File: src/design/assert_macros.svh
// Assertion macros used by the window sender RTL.
`ifndef ASSERT_MACROS_SVH
`define ASSERT_MACROS_SVH

// Checked on every rising clk edge outside of reset.
`define ASSERT_CLK(lbl, prop, msg) \
  lbl: assert property (@(posedge clk) disable iff (rst) (prop)) else $error(msg);

// Checked on every rising clk edge, reset included.
`define ASSERT_ALWAYS(lbl, prop, msg) \
  lbl: assert property (@(posedge clk) (prop)) else $error(msg);

`endif

File: src/design/gbn_pkg.sv
// Package with the types, constants and codes of the window sender.
`timescale 1ns / 1ps
`default_nettype none

package gbn_pkg;

  // Field and register widths.
  localparam int SEQ_W      = 24;
  localparam int TMO_W      = 20;
  localparam int WIN_CFG_W  = 7;
  localparam int MAX_WINDOW = 64;
  localparam int CNT_W      = $clog2(MAX_WINDOW + 1);
  localparam int UNIT_W     = SEQ_W + 1;
  localparam int CFG_IDX_W  = 2;
  localparam int CFG_DATA_W = 24;

  // Register indexes of the configuration port.
  localparam logic [CFG_IDX_W-1:0] CFG_IDX_WINDOW  = 2'd0;
  localparam logic [CFG_IDX_W-1:0] CFG_IDX_TIMEOUT = 2'd1;
  localparam logic [CFG_IDX_W-1:0] CFG_IDX_TOTAL   = 2'd2;

  // Register values after reset.
  localparam logic [WIN_CFG_W-1:0] WINDOW_RESET  = 7'd64;
  localparam logic [TMO_W-1:0]     TIMEOUT_RESET = 20'd100000;
  localparam logic [SEQ_W-1:0]     TOTAL_RESET   = 24'd0;

  // Item function codes.
  typedef enum logic [1:0] {
    FUNC_START = 2'd0,
    FUNC_TICK  = 2'd1,
    FUNC_ACK   = 2'd2,
    FUNC_NONE  = 2'd3
  } func_t;

  // Sequencer states.
  typedef enum logic [3:0] {
    ST_IDLE,
    ST_EVENT,
    ST_ACK2,
    ST_UPD,
    ST_OUTS,
    ST_ROOM,
    ST_FIN,
    ST_SEND,
    ST_EMPTY
  } state_t;

  // Operations of the shared adder.
  typedef enum logic {
    UOP_SUB,
    UOP_INC
  } unit_op_t;

  typedef struct packed {
    unit_op_t          op;
    logic [UNIT_W-1:0] a;
    logic [UNIT_W-1:0] b;
  } unit_req_t;

  typedef struct packed {
    logic [UNIT_W-1:0] res;
    logic              ge;
  } unit_rsp_t;

  // Configuration registers as seen by the sequencer.
  typedef struct packed {
    logic [WIN_CFG_W-1:0] win_limit;
    logic [TMO_W-1:0]     timeout_ticks;
    logic [SEQ_W-1:0]     total_packets;
  } cfg_t;

endpackage

`default_nettype wire

File: src/design/gbn_ifs.sv
// Valid/ready channel interfaces for the command and send items.
`timescale 1ns / 1ps
`default_nettype none

interface gbn_in_if;
  logic                       valid;
  logic                       ready;
  logic [1:0]                 func;
  logic [gbn_pkg::SEQ_W-1:0]  ack_num;
  logic                       ack_ok;

  modport source (output valid, output func, output ack_num, output ack_ok, input ready);
  modport sink (input valid, input func, input ack_num, input ack_ok, output ready);
endinterface

interface gbn_out_if;
  logic                       valid;
  logic                       ready;
  logic [gbn_pkg::SEQ_W-1:0]  send_seq;
  logic                       send_valid;
  logic                       is_retransmit;
  logic                       transfer_done;
  logic                       last;

  modport source (
    output valid, output send_seq, output send_valid, output is_retransmit,
    output transfer_done, output last, input ready
  );
  modport sink (
    input valid, input send_seq, input send_valid, input is_retransmit,
    input transfer_done, input last, output ready
  );
endinterface

`default_nettype wire

File: src/design/gbn_unit.sv
// Shared adder: subtract with compare flag, or increment.
`timescale 1ns / 1ps
`default_nettype none

module gbn_unit (
  input  gbn_pkg::unit_req_t req,
  output gbn_pkg::unit_rsp_t rsp
);

  logic [gbn_pkg::UNIT_W-1:0] b_term;
  logic [gbn_pkg::UNIT_W:0]   sum;

  // Subtract is a + ~b + 1; increment is a + 0 + 1.
  assign b_term = (req.op == gbn_pkg::UOP_SUB) ? ~req.b : '0;
  assign sum    = {1'b0, req.a} + {1'b0, b_term} + {{gbn_pkg::UNIT_W{1'b0}}, 1'b1};

  // Carry out of the subtract means a >= b.
  assign rsp.res = sum[gbn_pkg::UNIT_W-1:0];
  assign rsp.ge  = sum[gbn_pkg::UNIT_W];

endmodule

`default_nettype wire

File: src/design/gbn_ctrl.sv
// Sequencer, window state and output register of the window sender.
`timescale 1ns / 1ps
`default_nettype none
`include "assert_macros.svh"

module gbn_ctrl (
  input  wire              clk,
  input  wire              rst,
  input  gbn_pkg::cfg_t    cfg,
  gbn_in_if.sink           cmd,
  gbn_out_if.source        snd
);

  gbn_pkg::state_t state;
  gbn_pkg::state_t state_next;

  // Latched item.
  gbn_pkg::func_t              func_code;
  logic [gbn_pkg::SEQ_W-1:0]   ack_val;
  logic                        ack_good;

  // Window and timer state.
  logic [gbn_pkg::SEQ_W-1:0]   window_base;
  logic [gbn_pkg::SEQ_W-1:0]   next_seq;
  logic                        timer_running;
  logic [gbn_pkg::TMO_W-1:0]   timer_count;

  // Per-item work.
  logic                        do_resend;
  logic                        do_restart;
  logic [gbn_pkg::CNT_W-1:0]   outstanding;
  logic [gbn_pkg::CNT_W-1:0]   rem_total;
  logic [gbn_pkg::CNT_W-1:0]   rem_retx;
  logic [gbn_pkg::SEQ_W-1:0]   cur_seq;
  logic                        done;

  // Output register.
  logic                        out_valid;
  logic [gbn_pkg::SEQ_W-1:0]   out_seq;
  logic                        out_send;
  logic                        out_retx;
  logic                        out_done;
  logic                        out_last;

  gbn_pkg::unit_req_t          ureq;
  gbn_pkg::unit_rsp_t          ursp;
  logic                        load;

  // Fill sizing.
  logic [gbn_pkg::CNT_W-1:0]   eff_win;
  logic [gbn_pkg::CNT_W:0]     room_win;
  logic [gbn_pkg::CNT_W-1:0]   room_total;
  logic [gbn_pkg::CNT_W-1:0]   n_fill;
  logic [gbn_pkg::CNT_W-1:0]   n_resend;
  logic [gbn_pkg::CNT_W:0]     n_sum;

  gbn_unit u_unit (
    .req (ureq),
    .rsp (ursp)
  );

  assign cmd.ready = (state == gbn_pkg::ST_IDLE) && !rst;

  // The output register takes a result when it is empty or being drained.
  assign load = ((state == gbn_pkg::ST_SEND) || (state == gbn_pkg::ST_EMPTY)) &&
                (!out_valid || snd.ready);

  // Effective window: zero acts as one, large values clip to the maximum.
  always_comb begin
    if (cfg.win_limit == '0) begin
      eff_win = gbn_pkg::CNT_W'(1);
    end else if (cfg.win_limit > gbn_pkg::WIN_CFG_W'(gbn_pkg::MAX_WINDOW)) begin
      eff_win = gbn_pkg::CNT_W'(gbn_pkg::MAX_WINDOW);
    end else begin
      eff_win = gbn_pkg::CNT_W'(cfg.win_limit);
    end
  end

  // New packets allowed: the smaller of window room and packets left.
  always_comb begin
    room_win = {1'b0, eff_win} - {1'b0, outstanding};
    if (|ursp.res[gbn_pkg::SEQ_W-1:gbn_pkg::CNT_W]) begin
      room_total = '1;
    end else begin
      room_total = ursp.res[gbn_pkg::CNT_W-1:0];
    end
    if (!ursp.ge || room_win[gbn_pkg::CNT_W] || (room_win == '0)) begin
      n_fill = '0;
    end else if (room_win[gbn_pkg::CNT_W-1:0] < room_total) begin
      n_fill = room_win[gbn_pkg::CNT_W-1:0];
    end else begin
      n_fill = room_total;
    end
    n_resend = do_resend ? outstanding : '0;
    n_sum    = {1'b0, n_resend} + {1'b0, n_fill};
  end

  // Next state.
  always_comb begin
    state_next = state;
    case (state)
      gbn_pkg::ST_IDLE: begin
        if (cmd.valid) state_next = gbn_pkg::ST_EVENT;
      end
      gbn_pkg::ST_EVENT: begin
        case (func_code)
          gbn_pkg::FUNC_TICK: begin
            if (timer_running && !ursp.ge) state_next = gbn_pkg::ST_UPD;
            else state_next = gbn_pkg::ST_OUTS;
          end
          gbn_pkg::FUNC_ACK: begin
            if (ack_good && ursp.ge) state_next = gbn_pkg::ST_ACK2;
            else state_next = gbn_pkg::ST_OUTS;
          end
          default: state_next = gbn_pkg::ST_OUTS;
        endcase
      end
      gbn_pkg::ST_ACK2: begin
        if (ursp.ge) state_next = gbn_pkg::ST_OUTS;
        else state_next = gbn_pkg::ST_UPD;
      end
      gbn_pkg::ST_UPD:  state_next = gbn_pkg::ST_OUTS;
      gbn_pkg::ST_OUTS: state_next = gbn_pkg::ST_ROOM;
      gbn_pkg::ST_ROOM: state_next = gbn_pkg::ST_FIN;
      gbn_pkg::ST_FIN: begin
        if (rem_total != '0) state_next = gbn_pkg::ST_SEND;
        else state_next = gbn_pkg::ST_EMPTY;
      end
      gbn_pkg::ST_SEND: begin
        if (load && (rem_total == gbn_pkg::CNT_W'(1))) state_next = gbn_pkg::ST_IDLE;
      end
      gbn_pkg::ST_EMPTY: begin
        if (load) state_next = gbn_pkg::ST_IDLE;
      end
      default: state_next = gbn_pkg::ST_IDLE;
    endcase
  end

  // Shared adder operands for each step.
  always_comb begin
    ureq.op = gbn_pkg::UOP_SUB;
    ureq.a  = '0;
    ureq.b  = '0;
    case (state)
      gbn_pkg::ST_EVENT: begin
        if (func_code == gbn_pkg::FUNC_TICK) begin
          ureq.a = gbn_pkg::UNIT_W'(timer_count);
          ureq.b = gbn_pkg::UNIT_W'(cfg.timeout_ticks);
        end else begin
          ureq.a = gbn_pkg::UNIT_W'(ack_val);
          ureq.b = gbn_pkg::UNIT_W'(window_base);
        end
      end
      gbn_pkg::ST_ACK2: begin
        ureq.a = gbn_pkg::UNIT_W'(ack_val);
        ureq.b = gbn_pkg::UNIT_W'(next_seq);
      end
      gbn_pkg::ST_UPD: begin
        ureq.op = gbn_pkg::UOP_INC;
        if (func_code == gbn_pkg::FUNC_TICK) ureq.a = gbn_pkg::UNIT_W'(timer_count);
        else ureq.a = gbn_pkg::UNIT_W'(ack_val);
      end
      gbn_pkg::ST_OUTS: begin
        ureq.a = gbn_pkg::UNIT_W'(next_seq);
        ureq.b = gbn_pkg::UNIT_W'(window_base);
      end
      gbn_pkg::ST_ROOM: begin
        ureq.a = gbn_pkg::UNIT_W'(cfg.total_packets);
        ureq.b = gbn_pkg::UNIT_W'(next_seq);
      end
      gbn_pkg::ST_FIN: begin
        ureq.a = gbn_pkg::UNIT_W'(window_base);
        ureq.b = gbn_pkg::UNIT_W'(cfg.total_packets);
      end
      gbn_pkg::ST_SEND: begin
        ureq.op = gbn_pkg::UOP_INC;
        ureq.a  = gbn_pkg::UNIT_W'(cur_seq);
      end
      default: begin
        ureq.op = gbn_pkg::UOP_SUB;
      end
    endcase
  end

  // Window, timer and sequencing registers.
  always_ff @(posedge clk) begin
    if (rst) begin
      state         <= gbn_pkg::ST_IDLE;
      window_base   <= '0;
      next_seq      <= '0;
      timer_running <= 1'b0;
      timer_count   <= '0;
      do_resend     <= 1'b0;
      do_restart    <= 1'b0;
      rem_total     <= '0;
      rem_retx      <= '0;
    end else begin
      state <= state_next;
      case (state)
        gbn_pkg::ST_IDLE: begin
          if (cmd.valid) begin
            func_code  <= gbn_pkg::func_t'(cmd.func);
            ack_val    <= cmd.ack_num;
            ack_good   <= cmd.ack_ok;
            do_resend  <= 1'b0;
            do_restart <= 1'b0;
          end
        end
        gbn_pkg::ST_EVENT: begin
          case (func_code)
            gbn_pkg::FUNC_START: begin
              window_base   <= '0;
              next_seq      <= '0;
              timer_running <= 1'b0;
              timer_count   <= '0;
            end
            gbn_pkg::FUNC_TICK: begin
              // Timeout: resend the window and restart the count.
              if (timer_running && ursp.ge) begin
                do_resend   <= 1'b1;
                timer_count <= '0;
              end
            end
            gbn_pkg::FUNC_ACK: begin
              // Corrupt or stale ack resends from the base.
              if (!(ack_good && ursp.ge)) begin
                do_resend  <= 1'b1;
                do_restart <= 1'b1;
              end
            end
            default: begin
              do_resend <= 1'b0;
            end
          endcase
        end
        gbn_pkg::ST_UPD: begin
          if (func_code == gbn_pkg::FUNC_TICK) begin
            timer_count <= ursp.res[gbn_pkg::TMO_W-1:0];
          end else begin
            window_base <= ursp.res[gbn_pkg::SEQ_W-1:0];
            do_restart  <= 1'b1;
          end
        end
        gbn_pkg::ST_OUTS: begin
          // The window never holds more than the maximum, so the count is narrow.
          outstanding <= ursp.res[gbn_pkg::CNT_W-1:0];
          if (do_restart) begin
            timer_count   <= '0;
            timer_running <= (ursp.res[gbn_pkg::SEQ_W-1:0] != '0);
          end
        end
        gbn_pkg::ST_ROOM: begin
          rem_total <= n_sum[gbn_pkg::CNT_W-1:0];
          rem_retx  <= n_resend;
          cur_seq   <= do_resend ? window_base : next_seq;
          // Sending the packet at the base starts the timer.
          if ((n_fill != '0) && (outstanding == '0)) begin
            timer_running <= 1'b1;
            timer_count   <= '0;
          end
        end
        gbn_pkg::ST_FIN: begin
          done <= ursp.ge;
        end
        gbn_pkg::ST_SEND: begin
          if (load) begin
            cur_seq   <= ursp.res[gbn_pkg::SEQ_W-1:0];
            rem_total <= rem_total - gbn_pkg::CNT_W'(1);
            if (rem_retx != '0) rem_retx <= rem_retx - gbn_pkg::CNT_W'(1);
            if (rem_total == gbn_pkg::CNT_W'(1)) begin
              next_seq <= ursp.res[gbn_pkg::SEQ_W-1:0];
            end
          end
        end
        default: begin
          do_restart <= do_restart;
        end
      endcase
    end
  end

  // Output register valid flag.
  always_ff @(posedge clk) begin
    if (rst) begin
      out_valid <= 1'b0;
    end else if (load) begin
      out_valid <= 1'b1;
    end else if (snd.ready) begin
      out_valid <= 1'b0;
    end
  end

  // Output register payload.
  always_ff @(posedge clk) begin
    if (load) begin
      if (state == gbn_pkg::ST_SEND) begin
        out_seq  <= cur_seq;
        out_send <= 1'b1;
        out_retx <= (rem_retx != '0);
        out_last <= (rem_total == gbn_pkg::CNT_W'(1));
      end else begin
        out_seq  <= '0;
        out_send <= 1'b0;
        out_retx <= 1'b0;
        out_last <= 1'b1;
      end
      out_done <= done;
    end
  end

  assign snd.valid         = out_valid;
  assign snd.send_seq      = out_seq;
  assign snd.send_valid    = out_send;
  assign snd.is_retransmit = out_retx;
  assign snd.transfer_done = out_done;
  assign snd.last          = out_last;

  // Checks on the window and the send loop.
  `ASSERT_CLK(a_base_not_past_next, window_base <= next_seq,
    "window base passed next sequence")
  `ASSERT_CLK(a_window_bounded,
    (next_seq - window_base) <= gbn_pkg::SEQ_W'(gbn_pkg::MAX_WINDOW), "window too large")
  `ASSERT_CLK(a_retx_within_total, rem_retx <= rem_total, "more resends pending than sends")
  `ASSERT_CLK(a_last_ends_item,
    (load && (state == gbn_pkg::ST_SEND) && (rem_total == gbn_pkg::CNT_W'(1))) |=>
    (state == gbn_pkg::ST_IDLE && rem_total == '0), "last send did not end the item")
  `ASSERT_ALWAYS(a_idle_no_work, (state == gbn_pkg::ST_IDLE) |-> (rem_total == '0),
    "idle with sends pending")

endmodule

`default_nettype wire

File: src/design/go_back_n_window_sender.sv
// Top level of the go-back-N window sender: configuration registers and sequencer.
//
// Usage: items arrive on the cmd channel (func, ack_num, ack_ok) with a
// valid/ready handshake; func 0 starts a transfer, 1 is a timer tick and
// 2 an acknowledgement. Each item yields a run of send items on the snd
// channel, one per cycle while the receiver does not stall, the final one
// marked by last; an item that sends nothing yields a single item with
// send_valid low. The window limit, timeout and packet-total registers are
// written through cfg_we, cfg_index and cfg_data; the user must write them
// only while the block is idle, which the block itself does not enforce.
// Flow: cmd.ready is high only between items. After acceptance the
// sequencer runs the event and window sizing steps, all on one shared
// 25-bit adder, then presents one send item per cycle while the receiver
// does not stall. Results pass through an output register; if the
// receiver stalls the send loop holds in place, and a new item is
// accepted while the last result of the previous one still waits.
// Reset (rst, synchronous) clears the window, the timer and the output
// register, and loads the register defaults.
`timescale 1ns / 1ps
`default_nettype none

module go_back_n_window_sender (
  input  wire                                clk,
  input  wire                                rst,
  gbn_in_if.sink                             cmd,
  gbn_out_if.source                          snd,
  input  wire                                cfg_we,
  input  wire [gbn_pkg::CFG_IDX_W-1:0]       cfg_index,
  input  wire [gbn_pkg::CFG_DATA_W-1:0]      cfg_data
);

  gbn_pkg::cfg_t cfg;

  // Configuration registers.
  always_ff @(posedge clk) begin
    if (rst) begin
      cfg.win_limit     <= gbn_pkg::WINDOW_RESET;
      cfg.timeout_ticks <= gbn_pkg::TIMEOUT_RESET;
      cfg.total_packets <= gbn_pkg::TOTAL_RESET;
    end else if (cfg_we) begin
      case (cfg_index)
        gbn_pkg::CFG_IDX_WINDOW:  cfg.win_limit     <= cfg_data[gbn_pkg::WIN_CFG_W-1:0];
        gbn_pkg::CFG_IDX_TIMEOUT: cfg.timeout_ticks <= cfg_data[gbn_pkg::TMO_W-1:0];
        gbn_pkg::CFG_IDX_TOTAL:   cfg.total_packets <= cfg_data[gbn_pkg::SEQ_W-1:0];
        default: cfg <= cfg;
      endcase
    end
  end

  gbn_ctrl u_ctrl (
    .clk (clk),
    .rst (rst),
    .cfg (cfg),
    .cmd (cmd),
    .snd (snd)
  );

endmodule

`default_nettype wire
File: src/flat_wrapper.sv
// flat-port wrapper written by rule: the top's interface ports become plain ports
module go_back_n_window_sender_flat 
  (clk, rst, cfg_we, cfg_index, cfg_data, cmd_valid, cmd_func, cmd_ack_num, cmd_ack_ok, cmd_ready, snd_valid, snd_send_seq, snd_send_valid, snd_is_retransmit, snd_transfer_done, snd_last, snd_ready);
  gbn_in_if cmd_i ();
  gbn_out_if snd_i ();
  input  wire clk;
  input  wire rst;
  input  wire cfg_we;
  input  wire [gbn_pkg::CFG_IDX_W-1:0] cfg_index;
  input  wire [gbn_pkg::CFG_DATA_W-1:0] cfg_data;
  input wire logic [$bits(cmd_i.valid)-1:0] cmd_valid;
  input wire logic [$bits(cmd_i.func)-1:0] cmd_func;
  input wire logic [$bits(cmd_i.ack_num)-1:0] cmd_ack_num;
  input wire logic [$bits(cmd_i.ack_ok)-1:0] cmd_ack_ok;
  output wire logic [$bits(cmd_i.ready)-1:0] cmd_ready;
  output wire logic [$bits(snd_i.valid)-1:0] snd_valid;
  output wire logic [$bits(snd_i.send_seq)-1:0] snd_send_seq;
  output wire logic [$bits(snd_i.send_valid)-1:0] snd_send_valid;
  output wire logic [$bits(snd_i.is_retransmit)-1:0] snd_is_retransmit;
  output wire logic [$bits(snd_i.transfer_done)-1:0] snd_transfer_done;
  output wire logic [$bits(snd_i.last)-1:0] snd_last;
  input wire logic [$bits(snd_i.ready)-1:0] snd_ready;
  assign cmd_i.valid = cmd_valid;
  assign cmd_i.func = cmd_func;
  assign cmd_i.ack_num = cmd_ack_num;
  assign cmd_i.ack_ok = cmd_ack_ok;
  assign cmd_ready = cmd_i.ready;
  assign snd_valid = snd_i.valid;
  assign snd_send_seq = snd_i.send_seq;
  assign snd_send_valid = snd_i.send_valid;
  assign snd_is_retransmit = snd_i.is_retransmit;
  assign snd_transfer_done = snd_i.transfer_done;
  assign snd_last = snd_i.last;
  assign snd_i.ready = snd_ready;
  go_back_n_window_sender u_core (.clk(clk), .rst(rst), .cmd(cmd_i), .snd(snd_i), .cfg_we(cfg_we), .cfg_index(cfg_index), .cfg_data(cfg_data));
endmodule
File: config.mk
export PLATFORM = sky130hd
export DESIGN_NAME = go_back_n_window_sender_flat
export DESIGN_NICKNAME = d
export VERILOG_FILES = /design/src/design/gbn_pkg.sv /design/src/design/gbn_ifs.sv /design/src/design/gbn_unit.sv /design/src/design/gbn_ctrl.sv /design/src/design/go_back_n_window_sender.sv /design/src/flat_wrapper.sv
export VERILOG_INCLUDE_DIRS = /design/src /design/src/design
export SDC_FILE = /design/constraint.sdc
export NUM_CORES = 1
export LEC_CHECK = 0
export ABC_AREA = 1
export BUFFER_PORTS_ARGS = -buffer_cell sky130_fd_sc_hd__clkbuf_2
export CAP_MARGIN = 15
export CORE_MARGIN = 3
export CORE_UTILIZATION = 62
export CTS_CLUSTER_DIAMETER = 200
export DETAILED_ROUTE_END_ITERATION = 10
export PLACE_DENSITY = 0.92
export SLEW_MARGIN = 25
export SYNTH_ARGS = -nofsm -noshare
export SYNTH_HDL_FRONTEND = slang
export SYNTH_SLANG_ARGS = --single-unit
export TNS_END_PERCENT = 5
File: constraint.sdc
create_clock -name clk -period 8.12 [get_ports clk]
set_input_delay 1.624 -clock clk [delete_from_list [all_inputs] [get_ports clk]]
set_output_delay 1.624 -clock clk [all_outputs]
set_load 0.01 [all_outputs]
==> metrics <==
fin crit period around 7.4 ns; Post-Synthesis Net Count 1988; Post-Synth Simple-Gate Area ~23%; area of the multi-input gates 0.006492 sq mm; Seq pwr share between 20% and 30%; Worst slew margin 31.74%; clock net sink count 228; 1st-iter DRT viols 1986; Root Driver clkbuf_16; Hold Vio Cnt, Final 0; asr flop ratio synth 0%; Internal 2.996 mW; CTS Buffer Depth 3; Hold WS 0.4237 ns; DR vias/cell between 6 and 7; Slew Limit Fails 0; core area ~0.021 sq mm; P per Cell Area 390.4 mW/mm^2; clock slew at reported path FFs around 0.060 ns; critical path required time 8.54 ns; fillers 1728; part of the power in combinational logic 55.8%; r2r endpoint u_core.u_ctrl.rem_total[6]; post-synth cell types 47; layout net count 2058; hold_buf cts 0; dpl hpwl 34180 um; Synth Register Bits 228; period utilization 90.92%; Post-Synth Adder-Cell Area 5.110%; fmax between 100 and 150 MHz; status finished clean; height of the die 153.1 um; antenna viol nets, final 0; TritonCTS clock tree yes; die width 153.1 um; Port Buf Inserts 87; Total GRT Usage 38.69%; r2r startpoint u_core.u_ctrl.state[3]; crit path capture type flip-flop; Post-synth EDFFs 87; Worst Tran Pin Value 1.021 ns; clock skew 0.02291 ns; Setup Buffers After CTS 0; most common cell after layout, fill and taps aside nand2_1; reg2reg path depth 45; slowest CP cell ha_1; Crit path largest cell delay 0.44 ns; Synth Area in Compound Gates 18.61%; VDD IR max 0.0002222 V; Synth area leaders dfxtp_1, edfxtp_1, nand2_1; std cell rows 53; via count 13650; layout cells sized above 1 10.89%; Critical Path AT slightly below 8 ns; n_diodes 0; crit path max fanout 10; most frequent cells in the layout nand2_1, inv_1, nor2_1, dfxtp_1, a21oi_1; Critical Path End u_core.u_ctrl.rem_total[6]; Residual DRC 0; ys flop type dfxtp_1; per-cell routed wire length 20.80 um; global-route wire length before repair between 70000 and 80000 um; cell area after synthesis 0.01342 sq mm; register area share after synthesis between 40% and 50%; XOR/XNOR Fraction of Synth Area 1.240%; drt pass-1 iters 7; H-tree Lvls 1; FF-to-FF setup slack 0.74 ns; Switching Share 49.07%; Syn-to-layout area delta 12.30%; largest net degree at the start of global routing around 100; cell count after synthesis between 1500 and 2000; crit path kind reg2reg; CP startpoint u_core.u_ctrl.state[3]; initial antenna violation count 0; Hold Path Depth 0; leakage power total 6.851 nW; startpoint types flip-flop; final setup vio count 0; setup tns final 0 ns; Ports 88; largest family of logic cells by synthesized area simple AND/OR/NAND/NOR gates; Critical Path Most Common Cell nor2_1; GP Congestion about 1.1; Register Area 0.005435 sq mm; vias in the first global route 12640; yosys warns 0; post-synthesis mux area share 0%; Clock Latency Late Sink 0.55 ns; switching power slightly below 3 mW; unrepaired setup endpoints after global routing no; Clk pwr share 20.0%; Inserted Clock Buffers 25; initial cell density of the core 63.44%; total global routing overflow 0; die area roughly 0.023 sq mm; DRT Wirelength 46600 um; Avg Inst Size Synth 7.149 sq um; maxcap violations 0; share of the synthesized area in the top cell type 21.03%; post-synth top area cell dfxtp_1; worst hold path class reg2reg
-- power by group through the flow --
stage / clock, mW / sequential, mW / combinational, mW
after floorplan: 0 / 1.41 / 2.19
after global placement: 0 / 1.43 / 3.09
after detailed placement: 0 / 1.44 / 3.12
after CTS: 1.18 / 1.42 / 3.15
after global routing: 1.23 / 1.43 / 3.62
final: 1.18 / 1.42 / 3.28
-- synth_stat cells, types with 14 or more instances --
cell and n:
nand2_1 434, inv_1 295, nor2_1 184, dfxtp_1 141, a21oi_1 138, o21ai_0 131
edfxtp_1 87, clkbuf_1 77, nand3_1 75, ha_1 50, nand4_1 32, o211ai_1 32
a211oi_1 29, inv_2 22, o22ai_1 20, xor2_1 14
-- kinds of logic (layout without fill, tap and decap cells) --
group,Yosys count,in the layout
AND/OR/NAND/NOR,756,756
adder cells (fa/ha/maj),53,53
buffers and inverters,404,493
flip-flops,228,228
AO/OA/AOI/OAI,417,417
XOR/XNOR,19,19
-- final cells by class --
cell class / instances / area share (%)
well taps: 275 / 2.283
clock buffers: 35 / 4.608
inverters: 321 / 8.004
repair buffers: 126 / 4.940
clock inverters: 11 / 1.013
flip-flops and latches: 228 / 36.07
multi-input cells: 1245 / 43.08
-- how the worst min path moves through the flow --
stage / start / to / slack, ns
after CTS: u_core.u_ctrl.done / u_core.u_ctrl.snd.transfer_done / 0.43
final: u_core.u_ctrl.done / u_core.u_ctrl.snd.transfer_done / 0.42
after floorplan: u_core.u_ctrl.done / u_core.u_ctrl.snd.transfer_done / 0.40
after global placement: u_core.u_ctrl.done / u_core.u_ctrl.snd.transfer_done / 0.41
after detailed placement: u_core.u_ctrl.done / u_core.u_ctrl.snd.transfer_done / 0.41
after global routing: u_core.u_ctrl.done / u_core.u_ctrl.snd.transfer_done / 0.44
-- per-layer routing --
layer	share of wire, %	routed length (um)	global-route usage [%]
met1	41	18890	56.71
met2	41	19100	54.39
met3	16	7388	14.35
met4	2.6	1229	9.334
met5	0	0	0
-- flip-flops by register name, summed over array words and instances, names as in the netlist --
register                         cells
u_core.u_ctrl.snd.send_seq          24
u_core.u_ctrl.timer_running          1
u_core.u_ctrl.timer_count           20
u_core.u_ctrl.snd.transfer_done      1
u_core.u_ctrl.snd.send_valid         1
u_core.u_ctrl.snd.last               1
u_core.u_ctrl.cur_seq               24
u_core.u_ctrl.do_restart             1
u_core.u_ctrl.func_code              2
u_core.cfg                          51
u_core.u_ctrl.snd.is_retransmit      1
u_core.u_ctrl.ack_good               1
u_core.u_ctrl.done                   1
u_core.u_ctrl.rem_total              7
u_core.u_ctrl.next_seq              24
u_core.u_ctrl.outstanding            7
u_core.u_ctrl.do_resend              1
u_core.u_ctrl.rem_retx               7
u_core.u_ctrl.snd.valid              1
u_core.u_ctrl.window_base           24
u_core.u_ctrl.state                  4
u_core.u_ctrl.ack_val               24
-- worst max-delay path, delay by kind of cell (launching register included) --
kind | cells | cell delay [ns]
flops | 1 | 0.36
fa+ha+maj | 4 | 1.37
xor+xnor | 2 | 0.34
simple gates | 27 | 3.59
compound gates | 6 | 0.87
buf+inv | 6 | 0.71
-- through the flow --
stage | power [mW] | instances | setup WS [ns] | utilization (%) | cell area [sq um]
global placement | 4.520 | 2195 | 0.9669 | 67.10 | 14190
global route | 6.273 | 2241 | 0.1231 | 71.24 | 15070
floorplan | 3.598 | 1877 | 1.319 | - | 13420
finish | 5.883 | 2241 | 0.7375 | 71.24 | 15070
detailed placement | 4.557 | 2195 | 0.7560 | 67.10 | 14190
CTS | 5.740 | 2241 | 0.6697 | 71.10 | 15040
-- repair_timing --
item                                    CTS  global route
gates resized for setup                   0            11
endpoints found under the setup margin    0             1
hold endpoints to repair                  0             0
(Power assumes the default switching activity.)
